<file path="src/rtl/core/ucd_pkg.sv">
// Package for the UTF-8 code point decoder: field widths, code point limits,
// the result record and the range check on a finished sequence.
// No dependencies; every rtl/core file refers to it by scoped names.
package ucd_pkg;

  localparam int unsigned ByteW     = 8;
  localparam int unsigned CpW       = 21;
  localparam int unsigned OutDataW  = 24;  // code point padded to whole bytes
  localparam int unsigned CntW      = 2;

  localparam logic [CpW-1:0] CpReplace  = 21'h00FFFD;
  localparam logic [CpW-1:0] CpMin2     = 21'h000080;
  localparam logic [CpW-1:0] CpMin3     = 21'h000800;
  localparam logic [CpW-1:0] CpSurrLo   = 21'h00D800;
  localparam logic [CpW-1:0] CpSurrHi   = 21'h00E000;
  localparam logic [CpW-1:0] CpMin4     = 21'h010000;
  localparam logic [CpW-1:0] CpLimit    = 21'h110000;

  // Continuation byte counts by lead byte class
  localparam logic [CntW-1:0] LenTwoByte   = 2'd1;
  localparam logic [CntW-1:0] LenThreeByte = 2'd2;
  localparam logic [CntW-1:0] LenFourByte  = 2'd3;

  // One decoded result
  typedef struct packed {
    logic [CpW-1:0] codepoint;
    logic           replaced;
  } ucd_result_t;

  // Reject overlong forms, surrogates and values past the Unicode range
  function automatic logic value_ok(input logic [CpW-1:0] v, input logic [CntW-1:0] len);
    logic ok;
    if (len == LenTwoByte) begin
      ok = (v >= CpMin2);
    end else if (len == LenThreeByte) begin
      ok = (v >= CpMin3) && ((v < CpSurrLo) || (v >= CpSurrHi));
    end else begin
      ok = (v >= CpMin4) && (v < CpLimit);
    end
    return ok;
  endfunction

endpackage

</file>
<file path="src/rtl/core/ucd_in_reg.sv">
// Input register of the UTF-8 decoder: holds one byte until the decode
// stage takes it. Depends on ucd_pkg for the byte width.
module ucd_in_reg (
  input  logic                       clk,
  input  logic                       rst_n,
  input  logic                       in_valid,
  output logic                       in_ready,
  input  logic [ucd_pkg::ByteW-1:0]  in_byte,
  input  logic                       take,
  output logic                       hold_valid,
  output logic [ucd_pkg::ByteW-1:0]  hold_byte
);

  logic                      valid_r;
  logic [ucd_pkg::ByteW-1:0] byte_r;

  // Accept a new transaction when empty or when the held byte leaves now
  assign in_ready   = !valid_r || take;
  assign hold_valid = valid_r;
  assign hold_byte  = byte_r;

  // Track occupancy
  always_ff @(posedge clk) begin
    if (!rst_n) begin
      valid_r <= 1'b0;
    end else if (in_ready) begin
      valid_r <= in_valid;
    end
  end

  // Capture the byte
  always_ff @(posedge clk) begin
    if (in_ready && in_valid) begin
      byte_r <= in_byte;
    end
  end

endmodule

</file>
<file path="src/rtl/core/ucd_step.sv">
// Decode stage of the UTF-8 decoder: sequence state and the per-byte update.
// Depends on ucd_pkg for widths, limits, the result record and value_ok.
module ucd_step (
  input  logic                       clk,
  input  logic                       rst_n,
  input  logic                       en,
  input  logic [ucd_pkg::ByteW-1:0]  byte_in,
  output logic                       res_valid,
  output ucd_pkg::ucd_result_t       res
);

  logic [ucd_pkg::CntW-1:0] left_r, left_nxt;
  logic [ucd_pkg::CpW-1:0]  part_r, part_nxt;
  logic [ucd_pkg::CntW-1:0] len_r, len_nxt;
  logic [ucd_pkg::CpW-1:0]  shifted;
  logic [ucd_pkg::CntW-1:0] left_dec;

  assign shifted  = {part_r[ucd_pkg::CpW-7:0], byte_in[5:0]};
  assign left_dec = left_r - 2'd1;

  // Compute result and next state for one byte
  always_comb begin
    left_nxt      = left_r;
    part_nxt      = part_r;
    len_nxt       = len_r;
    res_valid     = 1'b0;
    res.codepoint = ucd_pkg::CpReplace;
    res.replaced  = 1'b1;
    if (left_r != '0) begin
      if (byte_in[7:6] != 2'b10) begin
        // Bad continuation: drop the sequence, consume the byte
        left_nxt  = '0;
        part_nxt  = '0;
        res_valid = 1'b1;
      end else begin
        left_nxt = left_dec;
        if (left_dec != '0) begin
          part_nxt = shifted;
        end else begin
          part_nxt  = '0;
          res_valid = 1'b1;
          if (ucd_pkg::value_ok(shifted, len_r)) begin
            res.codepoint = shifted;
            res.replaced  = 1'b0;
          end
        end
      end
    end else begin
      priority if (byte_in[7] == 1'b0) begin
        res_valid     = 1'b1;
        res.codepoint = {{(ucd_pkg::CpW-ucd_pkg::ByteW){1'b0}}, byte_in};
        res.replaced  = 1'b0;
      end else if (byte_in[7:5] == 3'b110) begin
        part_nxt = {{(ucd_pkg::CpW-5){1'b0}}, byte_in[4:0]};
        len_nxt  = ucd_pkg::LenTwoByte;
        left_nxt = ucd_pkg::LenTwoByte;
      end else if (byte_in[7:4] == 4'b1110) begin
        part_nxt = {{(ucd_pkg::CpW-4){1'b0}}, byte_in[3:0]};
        len_nxt  = ucd_pkg::LenThreeByte;
        left_nxt = ucd_pkg::LenThreeByte;
      end else if (byte_in[7:3] == 5'b11110) begin
        part_nxt = {{(ucd_pkg::CpW-3){1'b0}}, byte_in[2:0]};
        len_nxt  = ucd_pkg::LenFourByte;
        left_nxt = ucd_pkg::LenFourByte;
      end else begin
        // Stray continuation or lead 0xF8 and above
        res_valid = 1'b1;
      end
    end
  end

  // Advance sequence state
  always_ff @(posedge clk) begin
    if (!rst_n) begin
      left_r <= '0;
      part_r <= '0;
      len_r  <= '0;
    end else if (en) begin
      left_r <= left_nxt;
      part_r <= part_nxt;
      len_r  <= len_nxt;
    end
  end

endmodule

</file>
<file path="src/rtl/core/utf8_codepoint_decoder_unit.sv">
// Top level of the UTF-8 code point decoder: input register, decode stage
// and result register. Depends on ucd_pkg, ucd_in_reg and ucd_step.
//
//  channel  | direction | tdata                    | tuser
//  ---------+-----------+--------------------------+---------------
//  in_      | slave     | [7:0] byte_in            | -
//  out_     | master    | [20:0] codepoint, 0 pad  | [0] replaced
//
// One byte per cycle sustained while results are taken; after its last byte is
// accepted, a result passes the input register, then the result register.
// Bytes that continue a pending sequence give no result.
// Reset (rst_n low, synchronous) clears the pending sequence and both valids.
// A stalled result holds in the result register while the input register
// still takes one more byte; the decode stage waits only when both are full.
module utf8_codepoint_decoder_unit (
  input  logic                           clk,
  input  logic                           rst_n,
  input  logic                           in_tvalid,
  output logic                           in_tready,
  input  logic [ucd_pkg::ByteW-1:0]      in_tdata,   // [7:0] byte_in
  output logic                           out_tvalid,
  input  logic                           out_tready,
  output logic [ucd_pkg::OutDataW-1:0]   out_tdata,  // [20:0] codepoint, [23:21] zero
  output logic [0:0]                     out_tuser   // [0] replaced
);

  logic                      hold_valid;
  logic [ucd_pkg::ByteW-1:0] hold_byte;
  logic                      take;
  logic                      step_valid;
  ucd_pkg::ucd_result_t      step_res;
  logic                      out_valid_r;
  ucd_pkg::ucd_result_t      out_res_r;

  // Decode a held byte when the result register is free
  assign take = hold_valid && (!out_valid_r || out_tready);

  ucd_in_reg u_in_reg (
    .clk        (clk),
    .rst_n      (rst_n),
    .in_valid   (in_tvalid),
    .in_ready   (in_tready),
    .in_byte    (in_tdata),
    .take       (take),
    .hold_valid (hold_valid),
    .hold_byte  (hold_byte)
  );

  ucd_step u_step (
    .clk       (clk),
    .rst_n     (rst_n),
    .en        (take),
    .byte_in   (hold_byte),
    .res_valid (step_valid),
    .res       (step_res)
  );

  // Load or drain the result register
  always_ff @(posedge clk) begin
    if (!rst_n) begin
      out_valid_r <= 1'b0;
    end else if (take) begin
      out_valid_r <= step_valid;
    end else if (out_tready) begin
      out_valid_r <= 1'b0;
    end
  end

  always_ff @(posedge clk) begin
    if (take && step_valid) begin
      out_res_r <= step_res;
    end
  end

  assign out_tvalid = out_valid_r;
  assign out_tdata  = {{(ucd_pkg::OutDataW-ucd_pkg::CpW){1'b0}}, out_res_r.codepoint};
  assign out_tuser  = out_res_r.replaced;

endmodule

</file>
<file path="config.mk">
export PLATFORM = sky130hd
export DESIGN_NAME = utf8_codepoint_decoder_unit
export DESIGN_NICKNAME = d
export VERILOG_FILES = /design/src/rtl/core/ucd_pkg.sv /design/src/rtl/core/ucd_in_reg.sv /design/src/rtl/core/ucd_step.sv /design/src/rtl/core/utf8_codepoint_decoder_unit.sv
export SDC_FILE = /design/constraint.sdc
export NUM_CORES = 1
export LEC_CHECK = 0
export BUFFER_PORTS_ARGS = -buffer_cell sky130_fd_sc_hd__buf_2
export CAP_MARGIN = 5
export CORE_AREA = 5 5 108 110
export CTS_BUF_LIST = sky130_fd_sc_hd__clkbuf_2
export DETAILED_ROUTE_END_ITERATION = 16
export DIE_AREA = 0 0 113 115
export PLACE_DENSITY = 0.42
export SLEW_MARGIN = 20
export SYNTH_ARGS = -nofsm -noshare
export SYNTH_HDL_FRONTEND = slang
export SYNTH_HIERARCHICAL = 1
export SYNTH_SLANG_ARGS = --single-unit
export TNS_END_PERCENT = 1
</file>
<file path="constraint.sdc">
create_clock -name clk -period 2.4 [get_ports clk]
set_input_delay 0.12 -clock clk [delete_from_list [all_inputs] [get_ports clk]]
set_output_delay 0.12 -clock clk [all_outputs]
set_load 0.05 [all_outputs]
</file>
* After elaboration in Yosys (flattened, before gate mapping)
Index checks and enable logic that the tools add are counted.
** Operators by class
- Order comparisons :: 6
- Muxes and demuxes :: 32
- Bitwise logic cells :: 1
- Add/sub/neg operators :: 1
- Reduce and logical (&&, ||, !) cells :: 18
- Equal/unequal tests :: 6
** Operator list (count)
- $mux 15 :: 7
- $mux 22 :: 4
- $ge 21x12->1 const B :: 1
- $ge 21x16->1 const B :: 1
- $ge 21x17->1 const B :: 1
- $ge 21x8->1 const B :: 1
- $lt 21x16->1 const B :: 1
- $lt 21x21->1 const B :: 1
- $mux 17 :: 1
- $mux 1 :: 14
- $mux 2 :: 6
- $reduce_bool 2->1 :: 4
- $eq 5x5->1 const B :: 1
- $logic_and 1x1->1 :: 5
- $eq 4x4->1 const B :: 1
- $reduce_and 4->1 :: 1
- $reduce_bool 4->1 :: 1
- $eq 3x3->1 const B :: 1
- $logic_or 1x1->1 :: 3
- $reduce_and 3->1 :: 1
- $reduce_bool 3->1 :: 1
- $eq 2x1->1 const B :: 1
- $eq 2x2->1 const B :: 1
- $logic_not 1->1 :: 2
- 3 further kinds :: 3
** Storage, ports and cells
- Logic and storage cells :: 72
- Flip-flop bits (word level) :: 51
- Output and inout port bits :: 27

* Logic depth before layout (Yosys ltp)
- Depth in word-level cells :: 12
- Depth in mapped cells :: 8

* Hierarchy
The synthesis kept the hierarchy.
** By module, submodules not included
- ucd_step :: area an instance 1411.4 um^2, times used 1, cells each 164
- utf8_codepoint_decoder_unit :: area an instance 760.7 um^2, times used 1, cells each 32
- ucd_in_reg :: area an instance 297.8 um^2, times used 1, cells each 13

* Worst setup path before layout
OpenSTA, ideal clock, no wires.
- Path type :: reg-to-reg
- From :: register out_valid_r, in the netlist out_tvalid
- To :: register u_step/len_r[0] (netlist name)
- Path buffers :: 1
- Stages on the path, launching flop included :: 7
- Slack :: 648 ps
- Clock period less this slack :: 1752 ps
- Arrival :: 1636 ps
- Path through :: dfxtp_1 -> nand2b_4 -> and2_4 -> clkbuf_1 -> nand4_1 -> or4_1 -> o211a_1
** On the way
- Word-level cells in the longest chain between the ends :: 4
** RTL lines
- start: declaration :: line utf8_codepoint_decoder_unit.sv:32 : logic out_valid_r;
- start signal: assignment :: line utf8_codepoint_decoder_unit.sv:63 : out_valid_r <= step_valid;
- $logic_not 1->1 :: line utf8_codepoint_decoder_unit.sv:36 : assign take = hold_valid && (!out_valid_r || out_tready);
- $logic_or 1x1->1 :: line utf8_codepoint_decoder_unit.sv:36
- $logic_and 1x1->1 :: line utf8_codepoint_decoder_unit.sv:36
- via take :: line utf8_codepoint_decoder_unit.sv:29 : logic take;
- $reduce_and 4->1 (no line)
- end signal: assignment :: line ucd_step.sv:81 : len_r <= len_nxt;
- end: declaration :: line ucd_step.sv:14 : logic [ucd_pkg::CntW-1:0] len_r, len_nxt;
The timed path passes the listed nets, and every way through them passes these cells.
A chain may end at the register's enable or synchronous reset.

* Final worst setup path
- From :: register u_step/left_r[0] (netlist name)
- To :: register out_res_r (netlist bit out_tdata[3]), enable pin
** On the way
- Word-level cells in the longest chain between the ends :: 6
** RTL lines
- start: declaration :: line ucd_step.sv:12 : logic [ucd_pkg::CntW-1:0] left_r, left_nxt;
- start signal: assignment :: line ucd_step.sv:79 : left_r <= left_nxt;
- $sub 2x1->2 :: line ucd_step.sv:19 : assign left_dec = left_r - 2'd1;
- $reduce_bool 2->1 :: line ucd_step.sv:37 : if (left_dec != '0) begin
- $mux 1 :: line ucd_step.sv:37
- $mux 1 :: line ucd_step.sv:30 : if (byte_in[7:6] != 2'b10) begin
- $mux 1 (*) :: line ucd_step.sv:29 : if (left_r != '0) begin
- via step_valid :: line utf8_codepoint_decoder_unit.sv:30 : logic step_valid;
- $logic_and 1x1->1 (*) :: line utf8_codepoint_decoder_unit.sv:70 : if (take && step_valid) begin
- end signal: assignment :: line utf8_codepoint_decoder_unit.sv:71 : out_res_r <= step_res;
- end: declaration :: line utf8_codepoint_decoder_unit.sv:33 : ucd_pkg::ucd_result_t out_res_r;
The timed path passes the listed nets; every way through them passes the cells marked *.

==> metrics.md <==
| Metric | Value |
|---|---|
| Placement Cell Area | 2754 sq um |
| Synth Area in Compound Gates | 0.2335 |
| Start of the worst register-to-register path | u_step/left_r[0]$_SDFFE_PN0P_ |
| Routed vias | ~1700 |
| Synth cell types | 50 |
| H-tree depth | 2 |
| Die W | 113 microns |
| Worst EP arrival | 2.16 ns |
| Post-synth EDFFs | 30 |
| Crit-path max FO | 22 |
| Fraction of the mapped netlist area in simple logic gates | 0.1393 |
| Reg-to-reg slack, setup | 0.36 ns |
| Io pins | 39 |
| GP Congestion | 0.7280 |
| Die height | 115 microns |
| Yosys top cell by area | edfxtp_1 |
| CTS Buf Count | 5 |
| Starting Density | 0.2329 |
| Period utilisation layout | 0.8514 |
| Total GRT Usage | 0.08818 |
| Post-synthesis adder-cell area fraction | 0.01013 |
| Reg-to-reg endpoint | out_tdata[3]$_DFFE_PP_ |
| Wire length of the first global-routing pass | 9.170 mm |
| Setup TNS | 0 ns |
| Largest family of logic cells by synthesized area | compound AO/OA/AOI/OAI gates |
| DP Worst Slack | 0.2981 ns |
| Clock Tree Buf Depth | 2 |
| Cells after Synth | ~210 |
| Hold worst-path end | u_step/part_r[6]$_SDFFE_PN0P_ |
| Synth Area per Inst | 11.82 sq um |
| Final setup margin | roughly 0.36 ns |
| Vias in the first global route | 1731 |
| # setup viols final | 0 |
| Min-delay worst type | in -> reg |
| XOR/XNOR share of the synthesized area | 0.006586 |
| Worst Setup SP | u_step/left_r[0]$_SDFFE_PN0P_ |
| Skew final | 0.03400 ns |
| Hold path start | rst_n |
| Clock Latency Late Sink | 0.45 ns |
| Final Hold Fails | 0 |
| DP HPWL | 4.032 mm |
| RSZ-0062 raised after global routing | no |
| Mux share of post-synthesis cell area | 0 |
| Largest net degree at the start of global routing | 23 |
| Overall routed net length | 5.707 mm |
| I/O Buffers | 35 |
| Maximum vdd drop | 168.8 uV |
| Area grow syn2layout | 18.44% |
| DRC | 0 |
| Max Cap Viol | 0 |
| Post-synth top cells | edfxtp_1, dfxtp_1, inv_1 |
| Netlist Area Pre-Place | 2470 sq um |
| Post-CTS Resized | 0 |
| Seq cells post-synth | 51 |
| Initial detailed-routing violation count | 95 |
| Worst-path clk slew | 0.30 ns |
| Worst reg-to-reg path cell count | 6 |
| CP startpoint kind | flip-flop |
| Initial antenna violation count | 0 |
| Top cell type's share of synthesized area | 0.3647 |
| Area of the die | 13000 sq um |
| Ant. Diodes | 0 |
| CP Class | reg -> reg |
| GRT overflow | 0 |
| Main synth FF type | edfxtp_1 |
| Row count | 38 |
| Remaining antenna violation count after routing | 0 |
| Layout cells sized above 1 | 0.3040 |
| Crit path capture type | flip-flop |
| CP required | 2.52 ns |
| Leakage | 1.001 nW |
| Sequential share of the synthesized area | 0.5350 |
| Crit path time final | 2.043 ns |
| Synth area leaders | edfxtp_1, dfxtp_1, a21boi_0 |
| Power density cells | around 630 nW/um^2 |
| Async set-reset flop share out of synthesis | 0 |
| DR vias/cell | between 4 and 5 |
| Outcome | finished, final reports clean |
| CTS tree | built |
| Hold depth | 2 |
| Fmax achieved | ~500 MHz |
| Pins Over Slew Limit | 0 |
| Clock Root Buffer | clkbuf_2 |
| Count leader, synth | edfxtp_1 |
| Slew @ Worst Pin | about 0.62 ns |
| Initial DRT Pass Iterations | 4 |
| Routed WL per cell | around 15 microns |
| Final Cell Area | 2925 sq um |
| Core Area | 10600 sq um |
| Synthesis Warnings | 6 |
| Sink Count | 51 |
| Max_slew headroom | 0.5880 |
| Nets | 263 |
-- registers in the layout, summed over array words and instances, names as in the netlist --
register / cells
out_tvalid: 1
u_step/len_r: 2
u_in_reg/hold_byte: 8
u_in_reg/hold_valid: 1
u_step/part_r: 15
out_tuser: 1
u_step/left_r: 2
out_tdata: 21
-- final cells by class --
type / count / area, sq um
Fill cell: 1127 / 7677
Sequential cell: 51 / 1321
Multi-Input combinational cell: 122 / 973.4
Timing Repair Buffer: 50 / 312.8
Tap cell: 140 / 175.2
Inverter: 19 / 71.32
Clock inverter: 3 / 46.29
Clock buffer: 5 / 25.02
-- cell families after synthesis --
logic type,count (synthesis)
and+or+nand+nor,48
other,1
buffers and inverters,38
adders and majority gates,2
AOI/OAI and AO/OA,68
xor gates and xnor gates,1
DFF,51
-- per-layer routing --
metal,wire length [microns],GRT usage,up-vias
met5,0,0,-
met4,49,0.02404,0
met3,274,0.02368,4
met2,2689,0.1422,39
met1,2694,0.1172,817
li1,-,-,870
-- repair_timing --
action	4_1_cts	5_1_grt
buffers inserted	0	0
hold endpoints to repair	10	0
hold buffers	10	0
-- cells in the final DEF, fill, tap and decap left out, types with 4 or more instances in the layout --
| cell | instances |
|---|---|
| inv_1 | 19 |
| a21boi_0 | 11 |
| nand4_1 | 12 |
| buf_2 | 35 |
| buf_4 | 5 |
| o211a_1 | 4 |
| dfxtp_1 | 21 |
| edfxtp_1 | 30 |
| clkbuf_2 | 5 |
| a21oi_1 | 6 |
| o221ai_2 | 4 |
| nor3b_1 | 5 |
| nand3_1 | 5 |
| o21ai_0 | 14 |
| dlygate4sd3_1 | 10 |
| o221ai_1 | 5 |
| o211ai_2 | 5 |
-- power by group --
group / internal, mW / switching (mW)
Combinational: 0.111 / 0.260
Sequential: 0.977 / 0.0247
Clock: 0.179 / 0.293
-- through the flow --
stage	power, mW	hold WS [ns]	cells	util
2_1_floorplan	1.300	0.2189	211	-
3_3_place_gp	1.381	0.2982	372	0.2597
3_5_place_dp	1.383	0.2990	372	0.2597
4_1_cts	1.883	0.02732	390	0.2759
5_1_grt	1.945	0.008687	390	0.2759
6_report	1.846	0.06818	390	0.2759
-- worst max path at each step --
stage	slack [ns]	end	cells after the start
final	0.36	out_tdata[3]$_DFFE_PP_	6
after global routing	0.18	out_tdata[3]$_DFFE_PP_	6
after CTS	0.29	out_tdata[3]$_DFFE_PP_	6
after detailed placement	0.30	out_tdata[2]$_DFFE_PP_	6
after global placement	0.38	out_tdata[5]$_DFFE_PP_	6
after floorplan	0.65	u_step/len_r[0]$_SDFFE_PN0P_	6
-- critical path, cell delays in order (launching register included) --
cell and delay (ns):
dfxtp_1 0.37, inv_1 0.08, ha_1 0.36, or3_1 0.19, a21bo_2 0.13, nand2_2 0.07
nor2b_4 0.51
No activity file was read; power rests on OpenSTA's default activity.
